--- src/design/i2a_pkg.sv ---
package i2a_pkg;

    localparam int I2A_QUEUE_DEPTH = 2;
    localparam int I2A_MAX_DIGITS  = 10;

    // Format selector codes.
    localparam logic [1:0] KIND_SDEC = 2'd0;
    localparam logic [1:0] KIND_UDEC = 2'd1;
    localparam logic [1:0] KIND_HEXL = 2'd2;
    localparam logic [1:0] KIND_HEXU = 2'd3;

    localparam logic [7:0] CHAR_ZERO  = 8'h30;
    localparam logic [7:0] CHAR_MINUS = 8'h2D;
    localparam logic [7:0] CHAR_LOW_A = 8'h61;
    localparam logic [7:0] CHAR_UP_A  = 8'h41;

    // Reciprocal of ten for a 32-bit dividend: q = (v * RECIP10) >> RECIP10_SHIFT.
    localparam logic [32:0] RECIP10       = 33'h0CCCCCCCD;
    localparam int          RECIP10_SHIFT = 35;

    typedef struct packed {
        logic [1:0]  kind;
        logic [31:0] value;
    } t_in_item;

    typedef struct packed {
        logic [7:0] character;
        logic       last;
        logic [3:0] char_count;
    } t_out_item;

    typedef struct packed {
        logic        neg;
        logic        dec;
        logic        upper;
        logic [31:0] mag;
    } t_job;

    typedef struct packed {
        logic full;
        logic empty;
    } t_q_stat;

    typedef enum logic [1:0] {
        BK_IDLE,
        BK_CONV,
        BK_EMIT
    } t_back_state;

    function automatic logic [7:0] digit_to_ascii(input logic [3:0] d, input logic upper);
        logic [7:0] r;
        if (d < 4'd10) begin
            r = CHAR_ZERO + {4'b0, d};
        end else begin
            r = (upper ? CHAR_UP_A : CHAR_LOW_A) + {4'b0, d} - 8'd10;
        end
        return r;
    endfunction

endpackage

--- src/design/i2a_front.sv ---
module i2a_front (
    input  logic              i_start,
    input  i2a_pkg::t_in_item i_in,
    input  i2a_pkg::t_q_stat  i_stat,
    output logic              o_busy,
    output logic              o_push,
    output i2a_pkg::t_job     o_job
);

    logic is_neg;

    assign o_busy = i_stat.full;
    assign o_push = i_start && !i_stat.full;

    // Only signed decimal treats the top bit as a sign.
    assign is_neg = (i_in.kind == i2a_pkg::KIND_SDEC) && i_in.value[31];

    always_comb begin
        o_job.neg   = is_neg;
        o_job.dec   = (i_in.kind == i2a_pkg::KIND_SDEC) || (i_in.kind == i2a_pkg::KIND_UDEC);
        o_job.upper = (i_in.kind == i2a_pkg::KIND_HEXU);
        o_job.mag   = is_neg ? (~i_in.value + 32'd1) : i_in.value;
    end

endmodule

--- src/design/i2a_queue.sv ---
module i2a_queue #(
    parameter int DEPTH = i2a_pkg::I2A_QUEUE_DEPTH
) (
    input  logic             i_clk,
    input  logic             i_rst_n,
    input  logic             i_push,
    input  i2a_pkg::t_job    i_job,
    input  logic             i_pop,
    output i2a_pkg::t_job    o_job,
    output i2a_pkg::t_q_stat o_stat
);

    localparam int PW = (DEPTH > 1) ? $clog2(DEPTH) : 1;
    localparam int CW = $clog2(DEPTH + 1);

    i2a_pkg::t_job r_mem [DEPTH];
    logic [PW-1:0] r_wp, n_wp;
    logic [PW-1:0] r_rp, n_rp;
    logic [CW-1:0] r_cnt, n_cnt;

    always_comb begin
        n_wp  = r_wp;
        n_rp  = r_rp;
        n_cnt = r_cnt;
        if (i_push) begin
            n_wp = (r_wp == PW'(DEPTH - 1)) ? '0 : PW'(r_wp + 1'b1);
        end
        if (i_pop) begin
            n_rp = (r_rp == PW'(DEPTH - 1)) ? '0 : PW'(r_rp + 1'b1);
        end
        if (i_push && !i_pop) begin
            n_cnt = CW'(r_cnt + 1'b1);
        end else if (!i_push && i_pop) begin
            n_cnt = CW'(r_cnt - 1'b1);
        end
    end

    always_ff @(posedge i_clk) begin
        if (!i_rst_n) begin
            r_wp  <= '0;
            r_rp  <= '0;
            r_cnt <= '0;
        end else begin
            r_wp  <= n_wp;
            r_rp  <= n_rp;
            r_cnt <= n_cnt;
        end
    end

    always_ff @(posedge i_clk) begin
        if (i_push) begin
            r_mem[r_wp] <= i_job;
        end
    end

    assign o_job        = r_mem[r_rp];
    assign o_stat.full  = (r_cnt == CW'(DEPTH));
    assign o_stat.empty = (r_cnt == '0);

    a_no_overflow: assert property (@(posedge i_clk) disable iff (!i_rst_n)
        !(i_push && o_stat.full)) else $error("push into a full queue");

    a_no_underflow: assert property (@(posedge i_clk) disable iff (!i_rst_n)
        !(i_pop && o_stat.empty)) else $error("pop from an empty queue");

    a_cnt_range: assert property (@(posedge i_clk) disable iff (!i_rst_n)
        r_cnt <= CW'(DEPTH)) else $error("queue count out of range");

endmodule

--- src/design/i2a_back.sv ---
module i2a_back (
    input  logic               i_clk,
    input  logic               i_rst_n,
    input  i2a_pkg::t_job      i_job,
    input  i2a_pkg::t_q_stat   i_stat,
    output logic               o_pop,
    output logic               o_strobe,
    output i2a_pkg::t_out_item o_result
);

    localparam int ND = i2a_pkg::I2A_MAX_DIGITS;

    i2a_pkg::t_back_state r_state, n_state;
    logic [31:0]        r_val, n_val;
    logic               r_neg, n_neg;
    logic               r_dec, n_dec;
    logic               r_upper, n_upper;
    logic               r_sign, n_sign;
    logic [3:0]         r_nd, n_nd;
    logic [3:0]         r_left, n_left;
    logic [3:0]         r_total, n_total;
    logic [3:0]         r_dig [ND];
    logic               r_strobe, n_strobe;
    i2a_pkg::t_out_item r_out, n_out;

    logic [64:0] prod;
    logic [31:0] quot;
    logic [31:0] quot10;
    logic [31:0] rem32;
    logic [3:0]  digit;
    logic        push_dig;
    logic        shift_out;

    // One digit per cycle: divide by ten through the reciprocal, or peel a nibble.
    assign prod   = {33'b0, r_val} * {32'b0, i2a_pkg::RECIP10};
    assign quot10 = {quot[28:0], 3'b0} + {quot[30:0], 1'b0};
    assign rem32  = r_val - quot10;

    assign quot  = r_dec ? {2'b0, prod[64:i2a_pkg::RECIP10_SHIFT]} : {4'b0, r_val[31:4]};
    assign digit = r_dec ? rem32[3:0] : r_val[3:0];

    assign o_pop = !i_stat.empty
                   && ((r_state == i2a_pkg::BK_IDLE)
                       || ((r_state == i2a_pkg::BK_EMIT) && (r_left == 4'd1)));

    always_comb begin
        n_state   = r_state;
        n_val     = r_val;
        n_neg     = r_neg;
        n_dec     = r_dec;
        n_upper   = r_upper;
        n_sign    = r_sign;
        n_nd      = r_nd;
        n_left    = r_left;
        n_total   = r_total;
        n_strobe  = 1'b0;
        n_out     = r_out;
        push_dig  = 1'b0;
        shift_out = 1'b0;
        case (r_state)
            i2a_pkg::BK_IDLE: begin
            end
            i2a_pkg::BK_CONV: begin
                push_dig = 1'b1;
                n_val    = quot;
                n_nd     = 4'(r_nd + 4'd1);
                if (quot == 32'd0) begin
                    n_state = i2a_pkg::BK_EMIT;
                    n_left  = 4'(r_nd + 4'd1 + {3'b0, r_neg});
                    n_total = 4'(r_nd + 4'd1 + {3'b0, r_neg});
                    n_sign  = r_neg;
                end
            end
            i2a_pkg::BK_EMIT: begin
                n_strobe = 1'b1;
                if (r_sign) begin
                    n_out.character = i2a_pkg::CHAR_MINUS;
                    n_sign          = 1'b0;
                end else begin
                    n_out.character = i2a_pkg::digit_to_ascii(r_dig[0], r_upper);
                    shift_out       = 1'b1;
                end
                n_out.last       = (r_left == 4'd1);
                n_out.char_count = (r_left == 4'd1) ? r_total : 4'd0;
                n_left           = 4'(r_left - 4'd1);
                if (r_left == 4'd1) begin
                    n_state = i2a_pkg::BK_IDLE;
                end
            end
            default: begin
                n_state = i2a_pkg::BK_IDLE;
            end
        endcase
        // A new job loads here, also straight after the last beat of the previous one.
        if (o_pop) begin
            n_state = i2a_pkg::BK_CONV;
            n_val   = i_job.mag;
            n_neg   = i_job.neg;
            n_dec   = i_job.dec;
            n_upper = i_job.upper;
            n_nd    = 4'd0;
        end
    end

    always_ff @(posedge i_clk) begin
        if (!i_rst_n) begin
            r_state  <= i2a_pkg::BK_IDLE;
            r_strobe <= 1'b0;
            r_nd     <= 4'd0;
            r_left   <= 4'd0;
            r_sign   <= 1'b0;
        end else begin
            r_state  <= n_state;
            r_strobe <= n_strobe;
            r_nd     <= n_nd;
            r_left   <= n_left;
            r_sign   <= n_sign;
        end
    end

    always_ff @(posedge i_clk) begin
        r_val   <= n_val;
        r_neg   <= n_neg;
        r_dec   <= n_dec;
        r_upper <= n_upper;
        r_total <= n_total;
        r_out   <= n_out;
    end

    // Digit stack: pushed at the bottom while converting, so the most
    // significant digit ends up at the bottom and leaves first.
    always_ff @(posedge i_clk) begin
        if (push_dig) begin
            r_dig[0] <= digit;
            for (int i = 1; i < ND; i++) begin
                r_dig[i] <= r_dig[i-1];
            end
        end else if (shift_out) begin
            for (int i = 0; i < ND - 1; i++) begin
                r_dig[i] <= r_dig[i+1];
            end
        end
    end

    assign o_strobe = r_strobe;
    assign o_result = r_out;

    a_conv_no_strobe: assert property (@(posedge i_clk) disable iff (!i_rst_n)
        (r_state == i2a_pkg::BK_CONV) |=> !r_strobe)
        else $error("result beat produced during conversion");

    a_digit_bound: assert property (@(posedge i_clk) disable iff (!i_rst_n)
        (r_state == i2a_pkg::BK_CONV) |-> (r_nd < 4'(ND)))
        else $error("digit stack overrun");

    a_last_count: assert property (@(posedge i_clk) disable iff (!i_rst_n)
        (r_strobe && r_out.last) |-> (r_out.char_count != 4'd0))
        else $error("last beat without a character count");

endmodule

--- src/design/integer_to_ascii_formatter.sv ---
// Channel  Direction  Handshake                Payload
// input    in         i_start high, o_busy low  i_in     (kind, value)
// result   out        o_strobe for one cycle    o_result (character, last, char_count)
//
// The back end converts digit by digit (a division by ten through a single
// reciprocal multiply, or a nibble shift for hex) and then emits the text
// character by character.
// A two-entry job queue lets the front take new values while the back works.
// Reset is synchronous and active low; it empties the queue and idles the back.
// Result beats cannot be stalled; o_busy rises only when the queue is full.
module integer_to_ascii_formatter #(
    parameter int QUEUE_DEPTH = i2a_pkg::I2A_QUEUE_DEPTH
) (
    input  logic               i_clk,
    input  logic               i_rst_n,
    input  logic               i_start,
    input  i2a_pkg::t_in_item  i_in,
    output logic               o_busy,
    output logic               o_strobe,
    output i2a_pkg::t_out_item o_result
);

    logic             push;
    logic             pop;
    i2a_pkg::t_job    front_job;
    i2a_pkg::t_job    queue_job;
    i2a_pkg::t_q_stat q_stat;

    i2a_front u_front (
        .i_start (i_start),
        .i_in    (i_in),
        .i_stat  (q_stat),
        .o_busy  (o_busy),
        .o_push  (push),
        .o_job   (front_job)
    );

    i2a_queue #(
        .DEPTH (QUEUE_DEPTH)
    ) u_queue (
        .i_clk   (i_clk),
        .i_rst_n (i_rst_n),
        .i_push  (push),
        .i_job   (front_job),
        .i_pop   (pop),
        .o_job   (queue_job),
        .o_stat  (q_stat)
    );

    i2a_back u_back (
        .i_clk    (i_clk),
        .i_rst_n  (i_rst_n),
        .i_job    (queue_job),
        .i_stat   (q_stat),
        .o_pop    (pop),
        .o_strobe (o_strobe),
        .o_result (o_result)
    );

endmodule

--- config.mk ---
export PLATFORM = sky130hd
export DESIGN_NAME = integer_to_ascii_formatter
export DESIGN_NICKNAME = d
export VERILOG_FILES = /design/src/design/i2a_pkg.sv /design/src/design/i2a_front.sv /design/src/design/i2a_queue.sv /design/src/design/i2a_back.sv /design/src/design/integer_to_ascii_formatter.sv
export SDC_FILE = /design/constraint.sdc
export NUM_CORES = 1
export LEC_CHECK = 0
export BUFFER_PORTS_ARGS = -buffer_cell sky130_fd_sc_hd__buf_2
export CAP_MARGIN = 20
export CORE_ASPECT_RATIO = 0.7
export CORE_MARGIN = 4
export CORE_UTILIZATION = 45
export DETAILED_ROUTE_END_ITERATION = 7
export GPL_TIMING_DRIVEN = 0
export MAX_ROUTING_LAYER = met4
export SLEW_MARGIN = 20
export SYNTH_ARGS = -nofsm -noshare
export SYNTH_HDL_FRONTEND = slang
export SYNTH_SLANG_ARGS = --single-unit
--- constraint.sdc ---
create_clock -name i_clk -period 8 [get_ports i_clk]
set_input_delay 0 -clock i_clk [delete_from_list [all_inputs] [get_ports i_clk]]
set_output_delay 0 -clock i_clk [all_outputs]
set_load 0.02 [all_outputs]
==> out/qor.csv <==
metric;value;unit
cap_viol_max_count;0;
num_vias;20500;
final_cell_mix;inv_1, fa_1, ha_1;
dr.pass1.iters;5;
relSlewSlack;0.356;
critPathMaxFanout;6;
port_buffers;49;
hold_class;input port to flip-flop;
core_area;58300;µm²
grt_pass1_wl;132000;µm
drt_wl_total;87700;µm
yosysSeqAreaShare;0.195;
r2r-end;u_back.r_left[0];
grt_start_max_net_pins;33;
crit_path_start_kind;flip-flop;
grt_usage;0.290;
endpoint_kind;flip-flop;
area_growth;19.4;%
ctsLongestPathBuffers;2;
r2r_slack;-170;ps
drcViolationCount;0;
placedInstanceArea;27800;µm²
h-tree-depth;4;
yosys_warnings;0;
rows;74;
cts_made_buffers;17;
status;complete, but fails checks;
num_antenna_cells;0;
period_needed;8170;ps
clk_pin_slew_worst_paths;70;ps
cts_tree;done;
vias_per_cell;5.52;
drtAntennaViolNets;0;
holdCritStartpoint;i_in[27];
synth_ff_type;edfxtp_1;
netlist_area;26500;µm²
regToRegStartpoint;u_back.r_val[5];
initial_utilization;0.455;
syn_nets;3431;
drt-wirelength-per-cell;23.6;µm
min_path_cells;2;
grt_pass1_vias;21000;
synth_edf_count;161;
setup_viol;9;
num-fill-cells;5254;
r2r_cells;27;
syn_inst;2649;
design_area;31700;µm²
max_freq;122;MHz
io_pins;52;
cp_data_arrival_time;8500;ps
root_buffer;clkbuf_16;
hold_viol;0;
antenna_found_initial;0;
grt.overflow.total;0;
die_w;298;µm
gp_congestion;1.02;
async_flop_share;0;
worstSetupPathType;flip-flop to flip-flop;
ys_ff_latch;178;
period_share;1.02;
cts.sinks;178;
drive_gt1_frac;0.182;
die_h;211;µm
drtIter0Drc;1917;
syn_avg_cell_area;10.0;µm²
die_area;63000;µm²
required;8330;ps
finalClockSkew;12.2;ps
rsz0062_at_grt;yes;
final_common_cell;inv_1;
worst_skew_pair.late_latency;440;ps
holdPathEnd;u_queue.r_mem[1][27];
layout.nets;3717;
tightest_slew;966;ps
dp_hpwl;71200;µm
synthDistinctLibCells;89;
violations;setup timing;
setup_ws;-168;ps
slew_viol_final;0;
## logic make-up (layout without fill, tap and decap cells)
logic type,count (synthesis),count (layout),share of synthesized area
multiplexers,59,59,0.0240
adder cells (fa/ha/maj),745,745,0.461
AO/OA/AOI/OAI,407,407,0.0970
XOR/XNOR,101,101,0.0333
other,1,1,0.000141
flip-flops,178,178,0.195
AND/OR/NAND/NOR,462,462,0.0893
buffers and inverters,696,995,0.0997
## area by class of cell
cell class | instances | area [µm²] | share of cell area
clock inverter | 12 | 108 | 0.00340
tap | 760 | 951 | 0.0300
buffer | 62 | 350 | 0.0111
sequential | 178 | 5170 | 0.163
inverter | 633 | 2410 | 0.0760
timing repair buffer | 268 | 2180 | 0.0688
multi-input combinational | 1775 | 20000 | 0.632
clock buffer | 20 | 478 | 0.0151
## worst max path at each step
stage	start	to	depth (start not counted)	slack (ps)
2_1_floorplan	u_back.r_val[8]	u_back.r_left[0]	28	180
3_3_place_gp	u_back.r_val[7]	u_back.r_left[0]	24	-1840
3_5_place_dp	u_back.r_val[7]	u_back.r_left[0]	24	-1800
4_1_cts	u_back.r_val[14]	u_back.r_left[0]	30	-80
5_1_grt	u_back.r_val[15]	u_back.r_left[1]	28	-340
6_report	u_back.r_val[5]	u_back.r_left[0]	27	-170
## synthesized netlist by cell type, types with 4 or more instances
cell type / n / area, µm²
inv_1: 632 / 2370
fa_1: 389 / 7790
ha_1: 356 / 4450
edfxtp_1: 161 / 4830
nand2_1: 136 / 510
a21oi_1: 132 / 661
nor2_1: 112 / 420
o21ai_0: 93 / 465
xor2_1: 54 / 473
xnor2_1: 47 / 412
nand4_1: 44 / 275
a211oi_1: 39 / 293
clkbuf_1: 39 / 146
mux2_2: 35 / 394
nor2b_1: 28 / 175
a21o_1: 27 / 203
nand3_1: 25 / 125
nor3_1: 24 / 120
mux2i_1: 23 / 230
buf_2: 18 / 90.1
dfxtp_1: 17 / 340
and2_1: 15 / 93.8
and3_1: 15 / 93.8
a31oi_1: 14 / 87.6
o21a_1: 13 / 97.6
o31ai_1: 11 / 82.6
o211ai_1: 10 / 75.1
nor4_1: 9 / 56.3
nand2b_1: 8 / 50.1
or3_1: 7 / 43.8
or4_1: 7 / 52.6
o21bai_1: 6 / 45.0
o2111ai_1: 5 / 43.8
o41ai_1: 5 / 43.8
a221oi_1: 4 / 35.0
o21ai_1: 4 / 20.0
o22ai_1: 4 / 25.0
## repair_timing
item | CTS | global route
hold buffers | 33 | 0
hold endpoints to repair | 67 | 0
resized for setup | 245 | 78
setup endpoints to repair | 39 | 13
pin swaps | 85 | 48
gates cloned | 0 | 0
setup buffers | 150 | 34
## state kept, by name (all words and copies together) (netlist names), 2 cells and up, named ones only
register,cells
u_queue.r_mem,70
u_back.r_dig,40
u_back.r_val,32
u_back.o_result,12
u_back.r_left,4
u_back.r_nd,4
u_back.r_total,4
u_back.r_state,2
u_queue.r_cnt,2
## worst max-delay path, cell delays in order, from the launching register on
cell and delay, ps:
edfxtp_1 560, buf_6 230, buf_4 140, ha_4 350, xor2_4 170, xnor2_1 180, fa_1 500, fa_1 510
fa_1 580, fa_1 440, fa_1 510, inv_1 50, fa_1 480, inv_1 60, ha_4 270, nand4_1 220
nor4_4 460, a222oi_1 150, and2_4 220, and2_4 170, a32o_2 310, nor4b_4 240, nand4_1 180, nor4_4 270
buf_4 190, nand3_4 130, and3_4 190, o31a_1 260
## routing by layer
metal / track usage / share of wire / vias up
met5: - / 0 / -
met4: 0.0427 / 0.014 / 0
met3: 0.0834 / 0.11 / 84
met2: 0.408 / 0.41 / 804
met1: 0.424 / 0.46 / 10300
li1: - / - / 9283
## metrics by stage
stage                     std cells  utilization  hold slack (ps)  setup WS [ps]  setup TNS, ps
after floorplan                2649            -             98.9            177              0
after global placement         3458        0.475              268          -1840         -25790
after detailed placement       3461        0.477              270          -1800         -25070
after CTS                      3675        0.534             10.4          -80.2           -174
after global routing           3708        0.543             32.5           -338          -2330
final                          3708        0.543             29.2           -168           -530
Power is not shown: default switching activity piles up to over one toggle a cycle in this logic, so the estimate is an artifact.
